--- src/sv/cpc_pkg.sv ---
// shared types, pattern codes and confidence table for the candlestick classifier
package cpc_pkg;

	localparam int PRICE_BITS_DEFAULT  = 32;
	localparam int QUEUE_DEPTH_DEFAULT = 4;
	localparam int NUM_PATTERNS        = 10;
	localparam int FIELD_BITS          = 32;

	localparam logic [3:0] PAT_DOJI      = 4'd0;
	localparam logic [3:0] PAT_HAMMER    = 4'd1;
	localparam logic [3:0] PAT_SHOOTING  = 4'd2;
	localparam logic [3:0] PAT_BULL_ENG  = 4'd3;
	localparam logic [3:0] PAT_BEAR_ENG  = 4'd4;
	localparam logic [3:0] PAT_WHITE_MAR = 4'd5;
	localparam logic [3:0] PAT_BLACK_MAR = 4'd6;
	localparam logic [3:0] PAT_SPIN_TOP  = 4'd7;
	localparam logic [3:0] PAT_MORN_STAR = 4'd8;
	localparam logic [3:0] PAT_SOLDIERS  = 4'd9;

	typedef struct packed {
		logic        starts_series;
		logic [31:0] bar_date;
		logic [31:0] open_price;
		logic [31:0] high_price;
		logic [31:0] low_price;
		logic [31:0] close_price;
	} bar_item_t;

	typedef struct packed {
		logic [31:0] match_date;
		logic [3:0]  pattern_code;
		logic [6:0]  confidence;
		logic        last_of_bar;
	} result_item_t;

	typedef logic [NUM_PATTERNS-1:0] pat_mask_t;

	// one queue entry: the date of a bar and the set of patterns it completed
	typedef struct packed {
		logic [31:0] date;
		pat_mask_t   mask;
	} q_entry_t;

	typedef struct packed {
		logic full;
		logic empty;
	} q_status_t;

	function automatic logic [6:0] conf_of(input logic [3:0] code);
		logic [6:0] c;
		unique case (code)
			PAT_DOJI:      c = 7'd60;
			PAT_HAMMER:    c = 7'd70;
			PAT_SHOOTING:  c = 7'd70;
			PAT_BULL_ENG:  c = 7'd80;
			PAT_BEAR_ENG:  c = 7'd80;
			PAT_WHITE_MAR: c = 7'd65;
			PAT_BLACK_MAR: c = 7'd65;
			PAT_SPIN_TOP:  c = 7'd50;
			PAT_MORN_STAR: c = 7'd85;
			PAT_SOLDIERS:  c = 7'd90;
			default:       c = 7'd0;
		endcase
		return c;
	endfunction

endpackage

--- src/sv/cpc_front.sv ---
// front end: bar history, two-stage pattern tests, pushes match sets into the queue
module cpc_front import cpc_pkg::*; #(
	parameter int PRICE_BITS = PRICE_BITS_DEFAULT
) (
	input  logic      clk,
	input  logic      arst_n,
	input  logic      bar_valid,
	output logic      bar_ready,
	input  bar_item_t bar,
	input  q_status_t qstat,
	output logic      push,
	output q_entry_t  push_data
);

	localparam int PW = (PRICE_BITS < FIELD_BITS) ? PRICE_BITS : FIELD_BITS;
	localparam int DW = PW + 6;

	typedef logic [PW-1:0]        price_t;
	typedef logic signed [DW-1:0] wide_t;

	function automatic wide_t wx(input price_t u);
		return wide_t'({{(DW-PW){1'b0}}, u});
	endfunction

	// history
	logic [1:0] seen_q;
	price_t     prv_op_q, prv_hi_q, prv_lo_q, prv_cl_q;
	price_t     old_op_q, old_cl_q;

	// stage 1 registers
	logic        valid_s1;
	logic        test_s1;
	logic [31:0] date_s1;
	wide_t       body_s1, range_s1, lower_s1, upper_s1, pbody_s1, prange_s1;
	logic        rise_s1, fall_s1, bull_s1, bear_s1, morn_s1, sold_s1;

	logic      xfer;
	price_t    c_op, c_hi, c_lo, c_cl;
	wide_t     op_w, hi_w, lo_w, cl_w, pop_w, phi_w, plo_w, pcl_w, oop_w, ocl_w;
	wide_t     body_c, range_c, lower_c, upper_c, pbody_c, prange_c;
	logic      test_c;
	pat_mask_t mask;
	logic      s1_done;

	wide_t b2, b10, r3, r9, l10, u10, pb10, pr3;

	assign xfer = bar_valid && bar_ready;
	assign c_op = bar.open_price[PW-1:0];
	assign c_hi = bar.high_price[PW-1:0];
	assign c_lo = bar.low_price[PW-1:0];
	assign c_cl = bar.close_price[PW-1:0];
	assign test_c = !bar.starts_series && (seen_q == 2'd2);

	always_comb begin
		op_w  = wx(c_op);
		hi_w  = wx(c_hi);
		lo_w  = wx(c_lo);
		cl_w  = wx(c_cl);
		pop_w = wx(prv_op_q);
		phi_w = wx(prv_hi_q);
		plo_w = wx(prv_lo_q);
		pcl_w = wx(prv_cl_q);
		oop_w = wx(old_op_q);
		ocl_w = wx(old_cl_q);
		body_c   = (cl_w >= op_w) ? (cl_w - op_w) : (op_w - cl_w);
		range_c  = hi_w - lo_w;
		lower_c  = ((cl_w < op_w) ? cl_w : op_w) - lo_w;
		upper_c  = hi_w - ((cl_w > op_w) ? cl_w : op_w);
		pbody_c  = (pcl_w >= pop_w) ? (pcl_w - pop_w) : (pop_w - pcl_w);
		prange_c = phi_w - plo_w;
	end

	always_ff @(posedge clk or negedge arst_n) begin
		if (!arst_n) begin
			seen_q   <= 2'd0;
			prv_op_q <= '0;
			prv_hi_q <= '0;
			prv_lo_q <= '0;
			prv_cl_q <= '0;
			old_op_q <= '0;
			old_cl_q <= '0;
		end else if (xfer) begin
			old_op_q <= bar.starts_series ? '0 : prv_op_q;
			old_cl_q <= bar.starts_series ? '0 : prv_cl_q;
			prv_op_q <= c_op;
			prv_hi_q <= c_hi;
			prv_lo_q <= c_lo;
			prv_cl_q <= c_cl;
			if (bar.starts_series) begin
				seen_q <= 2'd1;
			end else if (seen_q != 2'd2) begin
				seen_q <= seen_q + 2'd1;
			end
		end
	end

	always_ff @(posedge clk or negedge arst_n) begin
		if (!arst_n) begin
			valid_s1 <= 1'b0;
		end else if (bar_ready) begin
			valid_s1 <= bar_valid;
		end
	end

	always_ff @(posedge clk) begin
		if (xfer) begin
			test_s1   <= test_c;
			date_s1   <= bar.bar_date;
			body_s1   <= body_c;
			range_s1  <= range_c;
			lower_s1  <= lower_c;
			upper_s1  <= upper_c;
			pbody_s1  <= pbody_c;
			prange_s1 <= prange_c;
			rise_s1   <= cl_w > op_w;
			fall_s1   <= cl_w < op_w;
			bull_s1   <= (pcl_w < pop_w) && (cl_w > op_w) && (op_w < pcl_w) && (cl_w > pop_w);
			bear_s1   <= (pcl_w > pop_w) && (cl_w < op_w) && (op_w > pcl_w) && (cl_w < pop_w);
			morn_s1   <= (ocl_w < oop_w) && (cl_w > op_w) && ((cl_w <<< 1) > (oop_w + ocl_w));
			sold_s1   <= (ocl_w > oop_w) && (pcl_w > pop_w) && (cl_w > op_w)
				&& (pcl_w > ocl_w) && (cl_w > pcl_w) && (pop_w > oop_w) && (pop_w < ocl_w)
				&& (op_w > pop_w) && (op_w < pcl_w);
		end
	end

	// stage 2: scaled compares as shift-add multiples
	always_comb begin
		b2   = body_s1 <<< 1;
		b10  = (body_s1 <<< 3) + (body_s1 <<< 1);
		r3   = (range_s1 <<< 1) + range_s1;
		r9   = (range_s1 <<< 3) + range_s1;
		l10  = (lower_s1 <<< 3) + (lower_s1 <<< 1);
		u10  = (upper_s1 <<< 3) + (upper_s1 <<< 1);
		pb10 = (pbody_s1 <<< 3) + (pbody_s1 <<< 1);
		pr3  = (prange_s1 <<< 1) + prange_s1;
		mask = '0;
		mask[PAT_DOJI]      = (range_s1 > 0) && (b10 <= range_s1);
		mask[PAT_HAMMER]    = (range_s1 > 0) && (lower_s1 >= b2) && (u10 <= body_s1);
		mask[PAT_SHOOTING]  = (range_s1 > 0) && (upper_s1 >= b2) && (l10 <= body_s1);
		mask[PAT_BULL_ENG]  = bull_s1;
		mask[PAT_BEAR_ENG]  = bear_s1;
		mask[PAT_WHITE_MAR] = (range_s1 > 0) && (b10 > r9) && rise_s1;
		mask[PAT_BLACK_MAR] = (range_s1 > 0) && (b10 > r9) && fall_s1;
		mask[PAT_SPIN_TOP]  = (range_s1 > 0) && (b10 < r3) && (lower_s1 > body_s1)
			&& (upper_s1 > body_s1);
		mask[PAT_MORN_STAR] = morn_s1 && (pb10 < pr3);
		mask[PAT_SOLDIERS]  = sold_s1;
		if (!test_s1) begin
			mask = '0;
		end
	end

	// a bar with no match leaves without a queue slot
	assign push           = valid_s1 && (mask != '0) && !qstat.full;
	assign s1_done        = valid_s1 && ((mask == '0) || !qstat.full);
	assign bar_ready      = !valid_s1 || s1_done;
	assign push_data.date = date_s1;
	assign push_data.mask = mask;

endmodule

--- src/sv/cpc_queue.sv ---
// short fifo of per-bar match sets between front and back
module cpc_queue import cpc_pkg::*; #(
	parameter int DEPTH = QUEUE_DEPTH_DEFAULT
) (
	input  logic      clk,
	input  logic      arst_n,
	input  logic      push,
	input  q_entry_t  push_data,
	input  logic      pop,
	output q_status_t qstat,
	output q_entry_t  head
);

	localparam int PTR_W = (DEPTH > 1) ? $clog2(DEPTH) : 1;
	localparam int CNT_W = $clog2(DEPTH + 1);
	localparam logic [PTR_W-1:0] LAST_PTR = PTR_W'(DEPTH - 1);

	q_entry_t         mem_q [DEPTH];
	logic [PTR_W-1:0] wr_q, rd_q;
	logic [CNT_W-1:0] count_q;

	always_ff @(posedge clk) begin
		if (push) begin
			mem_q[wr_q] <= push_data;
		end
	end

	always_ff @(posedge clk or negedge arst_n) begin
		if (!arst_n) begin
			wr_q    <= '0;
			rd_q    <= '0;
			count_q <= '0;
		end else begin
			if (push) begin
				wr_q <= (wr_q == LAST_PTR) ? '0 : wr_q + 1'b1;
			end
			if (pop) begin
				rd_q <= (rd_q == LAST_PTR) ? '0 : rd_q + 1'b1;
			end
			if (push && !pop) begin
				count_q <= count_q + 1'b1;
			end else if (pop && !push) begin
				count_q <= count_q - 1'b1;
			end
		end
	end

	assign qstat.full  = (count_q == CNT_W'(DEPTH));
	assign qstat.empty = (count_q == '0);
	assign head        = mem_q[rd_q];

endmodule

--- src/sv/cpc_back.sv ---
// back end: walks the head match set, one result per cycle unless stalled
module cpc_back import cpc_pkg::*; (
	input  logic         clk,
	input  logic         arst_n,
	input  q_status_t    qstat,
	input  q_entry_t     head,
	output logic         pop,
	output logic         result_valid,
	input  logic         result_ready,
	output result_item_t result
);

	logic         out_valid_q;
	result_item_t out_q;
	pat_mask_t    done_q;
	pat_mask_t    pending, pick;
	logic [3:0]   code;
	logic         last, load;

	// lowest pending pattern goes first
	always_comb begin
		pending = head.mask & ~done_q;
		code    = PAT_DOJI;
		for (int i = NUM_PATTERNS - 1; i >= 0; i--) begin
			if (pending[i]) begin
				code = 4'(i);
			end
		end
		pick       = '0;
		pick[code] = 1'b1;
		last       = (pending & ~pick) == '0;
	end

	assign load = !qstat.empty && (!out_valid_q || result_ready);
	assign pop  = load && last;

	always_ff @(posedge clk or negedge arst_n) begin
		if (!arst_n) begin
			out_valid_q <= 1'b0;
			done_q      <= '0;
		end else begin
			if (load) begin
				out_valid_q <= 1'b1;
				done_q      <= last ? '0 : (done_q | pick);
			end else if (result_ready) begin
				out_valid_q <= 1'b0;
			end
		end
	end

	always_ff @(posedge clk) begin
		if (load) begin
			out_q.match_date   <= head.date;
			out_q.pattern_code <= code;
			out_q.confidence   <= conf_of(code);
			out_q.last_of_bar  <= last;
		end
	end

	assign result_valid = out_valid_q;
	assign result       = out_q;

	a_code_in_range: assert property (@(posedge clk) disable iff (!arst_n)
		out_valid_q |-> (out_q.pattern_code < 4'(NUM_PATTERNS)))
		else $error("pattern code out of range");

	a_done_subset: assert property (@(posedge clk) disable iff (!arst_n)
		!qstat.empty |-> ((done_q & ~head.mask) == '0))
		else $error("emitted set not within head match set");

	a_pending_nonzero: assert property (@(posedge clk) disable iff (!arst_n)
		!qstat.empty |-> (pending != '0))
		else $error("queue head has nothing left to emit");

	a_pop_clears: assert property (@(posedge clk) disable iff (!arst_n)
		pop |=> (done_q == '0))
		else $error("emitted set not cleared after pop");

endmodule

--- src/sv/candlestick_pattern_classifier_top.sv ---
// top level of the candlestick pattern classifier
//
// bar channel (bar_valid / bar_ready / bar): one price bar per transfer.
// starts_series restarts the two-bar history; that bar is stored, not tested.
// from the third bar of a series on, ten patterns are tested on each bar.
// result channel (result_valid / result_ready / result): one transfer per
// matching pattern, lowest pattern code first, last_of_bar set on the final
// one of a bar. a bar that matches nothing produces no transfer.
// latency: the first result of a bar is registered in stage 1, goes through
// the scaled compares into the queue, and from the queue into the output
// register.
// throughput: a bar is taken every cycle while the queue has room; the back
// end sends one result per cycle while result_ready is high, so the
// sustained rate is set by the match count per bar.
// when the receiver stalls, the output register holds its result, the queue
// of QUEUE_DEPTH match sets fills and then bar_ready drops.
// reset (arst_n low) empties the queue and output, zeroes history.
module candlestick_pattern_classifier_top import cpc_pkg::*; #(
	parameter int PRICE_BITS  = PRICE_BITS_DEFAULT,
	parameter int QUEUE_DEPTH = QUEUE_DEPTH_DEFAULT
) (
	input  logic         clk,
	input  logic         arst_n,
	input  logic         bar_valid,
	output logic         bar_ready,
	input  bar_item_t    bar,
	output logic         result_valid,
	input  logic         result_ready,
	output result_item_t result
);

	// front to queue
	logic      push;
	q_entry_t  push_data;
	// queue to back
	q_status_t qstat;
	q_entry_t  head;
	logic      pop;

	// history, difference stage and compare stage
	cpc_front #(
		.PRICE_BITS (PRICE_BITS)
	) u_front (
		.clk       (clk),
		.arst_n    (arst_n),
		.bar_valid (bar_valid),
		.bar_ready (bar_ready),
		.bar       (bar),
		.qstat     (qstat),
		.push      (push),
		.push_data (push_data)
	);

	// decouples bar intake from result delivery
	cpc_queue #(
		.DEPTH (QUEUE_DEPTH)
	) u_queue (
		.clk       (clk),
		.arst_n    (arst_n),
		.push      (push),
		.push_data (push_data),
		.pop       (pop),
		.qstat     (qstat),
		.head      (head)
	);

	// serializes each match set into result transfers
	cpc_back u_back (
		.clk          (clk),
		.arst_n       (arst_n),
		.qstat        (qstat),
		.head         (head),
		.pop          (pop),
		.result_valid (result_valid),
		.result_ready (result_ready),
		.result       (result)
	);

endmodule

--- config.mk ---
export PLATFORM = sky130hd
export DESIGN_NAME = candlestick_pattern_classifier_top
export DESIGN_NICKNAME = d
export VERILOG_FILES = /design/src/sv/cpc_pkg.sv /design/src/sv/cpc_front.sv /design/src/sv/cpc_queue.sv /design/src/sv/cpc_back.sv /design/src/sv/candlestick_pattern_classifier_top.sv
export SDC_FILE = /design/constraint.sdc
export NUM_CORES = 2
export LEC_CHECK = 0
export CAP_MARGIN = 20
export CORE_MARGIN = 4
export CORE_UTILIZATION = 50
export DETAILED_ROUTE_END_ITERATION = 10
export DONT_BUFFER_PORTS = 1
export PLACE_DENSITY = 0.67
export SYNTH_ARGS = -nofsm -noshare
export SYNTH_HDL_FRONTEND = slang
export SYNTH_SLANG_ARGS = --single-unit
--- constraint.sdc ---
create_clock -name clk -period 21.1 [get_ports clk]
set_clock_uncertainty 0.05 [all_clocks]
set_input_delay 2.11 -clock clk [delete_from_list [all_inputs] [get_ports clk]]
set_output_delay 2.11 -clock clk [all_outputs]
set_load 0.05 [all_outputs]
==> reports/metrics.yaml <==
outcome: "finished clean"
ys_seq_elements: 672
first_global_vias: 50200
maxSlewHeadroom: 0.136
async_reset_ff_frac: 0.317
worst_path_largest_cell_delay_ns: 0.71
post_cts_hold_buffer_count: 0
synthesis.nets: 7899
finalHoldWorstSlack_ns: 0.437
clock_sinks: 672
start_kind: "register"
maxCapViolCount: 0
clockBufferDepth: 3
post-synth-top-count-cell: "ha_1"
clk-insertion-delay-late_ns: 0.69
worst-endpoint-arrival_ns: 8.19
layout_min_cycle_time_ns: 10.35
grt_first_pass_wirelength_mm: 292
cts.repair.resized: 0
clock_tree.htree_level_count: 3
rsz0062_at_grt: "false"
synthesis.area_um2: 62900
floorplan.rows: 129
nets_finish: 7878
cts_root_buffer: "clkbuf_16"
dr.pass1.iters: 5
post_synth_num_cell_types: 91
tritoncts_clock_tree: "done"
port-buffer-count: 0
power_mw: 9.34
achievable-frequency_ghz: 0.0966
worstPathBufferInverterCount: 0
routed_wirelength_mm: 194
grt-ovfl-total: 0
worst_pin_slew_ns: 1.28
critical_path.max_fanout: 5
synth_area_per_cell_um2: 9.60
synth.top_cells.by_area: "ha_1, edfxtp_1, dfrtp_1"
cpLargestDelayFamily: "compound AO/OA/AOI/OAI gates"
holdCritPathClass: "reg -> reg"
crit_chain: "ha_1 -> fa_1 -> a21o_1 -> a21o_1 -> a2111oi_1 -> o21ai_0 -> a31o_2 -> o41a_1 -> a211o_1 -> a31oi_1 -> o21bai_1 -> a2111oi_0 -> nor3_1 -> a31oi_1 -> o21ai_0 -> ha_1 -> a211oi_1 -> o211a_1 -> o21ai_0 -> o21ai_0 -> or4_1 -> o41a_1 -> nand2_1"
coreArea_um2: 124000
design.die.area_um2: 131000
netlist.area_leader.share: 0.233
start_util: 0.506
cellLeakagePower_nw: 30.9
finalWeightedCongestion: 0.989
worst_path_slowest_cell: "a2111oi_1"
report.final.slew_viol_count: 0
pin_count: 211
chipHeight_um: 363
drt_iter0_markers: 4117
postRouteAntennaNets: 0
syn_to_final_growth_pct: 7.16
syn_inst: 6545
timing.critical_path.mode_cell: "o21ai_0"
cts_post_setup_buffers_inserted: 0
total_neg_setup_slack_ns: 0
post_drt_wl_per_cell_um: 23.6
die_width_um: 363
dp.final_hpwl_mm: 156
setup_violations: 0
grt_usage: 0.287
worst_setup_hold_path_clk_slew_ns: 0.06
worst-setup-path-type: "reg -> out"
leading_register_cell_type_out_of_synthesis: "edfxtp_1"
max-vdd-ir-drop_v: 0.0000742
synth.yosys.seq_area_share: 0.304
ys_top_cells_by_count: "ha_1, a21oi_1, inv_1, edfxtp_1, nor2_1"
power.density_cell_area_nw_per_um2: 139
layout_worst_path_cycle_share: 0.491
vias: 50900
drcViolationCount: 0
yosys_warnings: 0
kind_of_capture_point_of_the_worst_setup_path: "output pin"
cts-buffers-inserted: 78
post-synth-top-area-cell: "ha_1"
report.final.hold_viol_count: 0
number_of_synthesized_flops_with_an_enable_pin: 459
routed_via_density: 6.18
grt_antenna_before_repair: 7
post_route_cells_drive_above_1_share: 0.0446
critPathRequiredTime_ns: 18.94
grt_start_max_net_pins: 214
[state kept, by name, summed over array words and instances, names as in the netlist, 2 cells and up]
register,flops
u_back.done_q,10
u_back.result,44
u_front.body_s1,33
u_front.date_s1,32
u_front.lower_s1,38
u_front.old_cl_q,32
u_front.old_op_q,32
u_front.pbody_s1,33
u_front.prange_s1,33
u_front.prv_cl_q,32
u_front.prv_hi_q,32
u_front.prv_lo_q,32
u_front.prv_op_q,32
u_front.range_s1,33
u_front.seen_q,2
u_front.upper_s1,38
u_queue.count_q,3
u_queue.mem_q,168
u_queue.rd_q,2
u_queue.wr_q,2
[routing by layer]
metal / part of all wire / vias to the layer above / wire length [um] / global-route usage
met3: 0.063 / 362 / 12100 / 0.0407
li1: - / 24200 / - / -
met5: 0.000041 / - / 8 / 0
met4: 0.049 / 2 / 9540 / 0.124
met2: 0.46 / 1598 / 88500 / 0.471
met1: 0.43 / 24700 / 83800 / 0.380
[layout make-up]
type	count	area, um^2
antenna	3	7.51
clock buffer	98	2110
clock inverter	48	664
fill	11000	56900
inverter	520	1980
multi-input combinational	5230	41300
sequential	672	19100
tap	1637	2050
timing repair buffer	22	163
[cells in the final DEF (no fill, tap or decap), types with 128 or more instances in the layout]
| cell | count |
|---|---|
| nand4_1 | 158 |
| dfrtp_1 | 211 |
| nand2b_1 | 177 |
| edfxtp_1 | 459 |
| xor2_1 | 128 |
| nand2_1 | 281 |
| ha_1 | 1172 |
| nor2_1 | 381 |
| a21oi_1 | 633 |
| xnor2_1 | 274 |
| a21o_1 | 337 |
| mux2i_1 | 186 |
| inv_1 | 519 |
| o21ai_0 | 341 |
[stage by stage]
step	instance area (um^2)	util	std cells	setup WS (ns)
floorplan	62900	-	6545	12.85
global placement	64600	0.520	8080	11.22
detailed placement	64600	0.520	8081	11.13
CTS	67400	0.542	8227	10.78
global route	67400	0.542	8228	10.35
finish	67400	0.542	8230	10.75
[path summary, 6_finish.rpt]
kind	startpoint	to	slack [ns]	cells after the start
worst max-delay path	u_front.pbody_s1[0]$_DFFE_PP_	bar_ready	10.75	23
worst min-delay path	u_back.done_q[6]$_DFFE_PN0P_	u_back.done_q[6]$_DFFE_PN0P_	0.44	2
max in group asynchronous	arst_n	u_front.prv_lo_q[4]$_DFFE_PN0P_	19.58	0
min in group asynchronous	arst_n	u_front.old_op_q[29]$_DFFE_PN0P_	1.09	0
worst min register to register	u_back.done_q[6]$_DFFE_PN0P_	u_back.done_q[6]$_DFFE_PN0P_	0.44	2
worst max register to register	u_front.pbody_s1[0]$_DFFE_PP_	u_front.prv_hi_q[7]$_DFFE_PN0P_	10.94	28
[cells by family after synthesis]
kind of cell | share of synthesized area
and+or+nand+nor | 0.122
adders and majority gates | 0.239
xor gates and xnor gates | 0.0563
DFF | 0.304
muxes | 0.0522
buffers and inverters | 0.0404
AOI/OAI and AO/OA | 0.186
[tightest hold or removal path, stage by stage (launching register included)]
cell and delay (ns):
dfrtp_1 0.34, a21oi_1 0.04, nor2_1 0.07
[report_power, final]
group          switching, mW  internal [mW]
Combinational           3.19           2.38
Sequential             0.446           1.85
Clock                  0.612          0.858
Total                   4.25           5.09
Power figures use the tool's default switching activity.
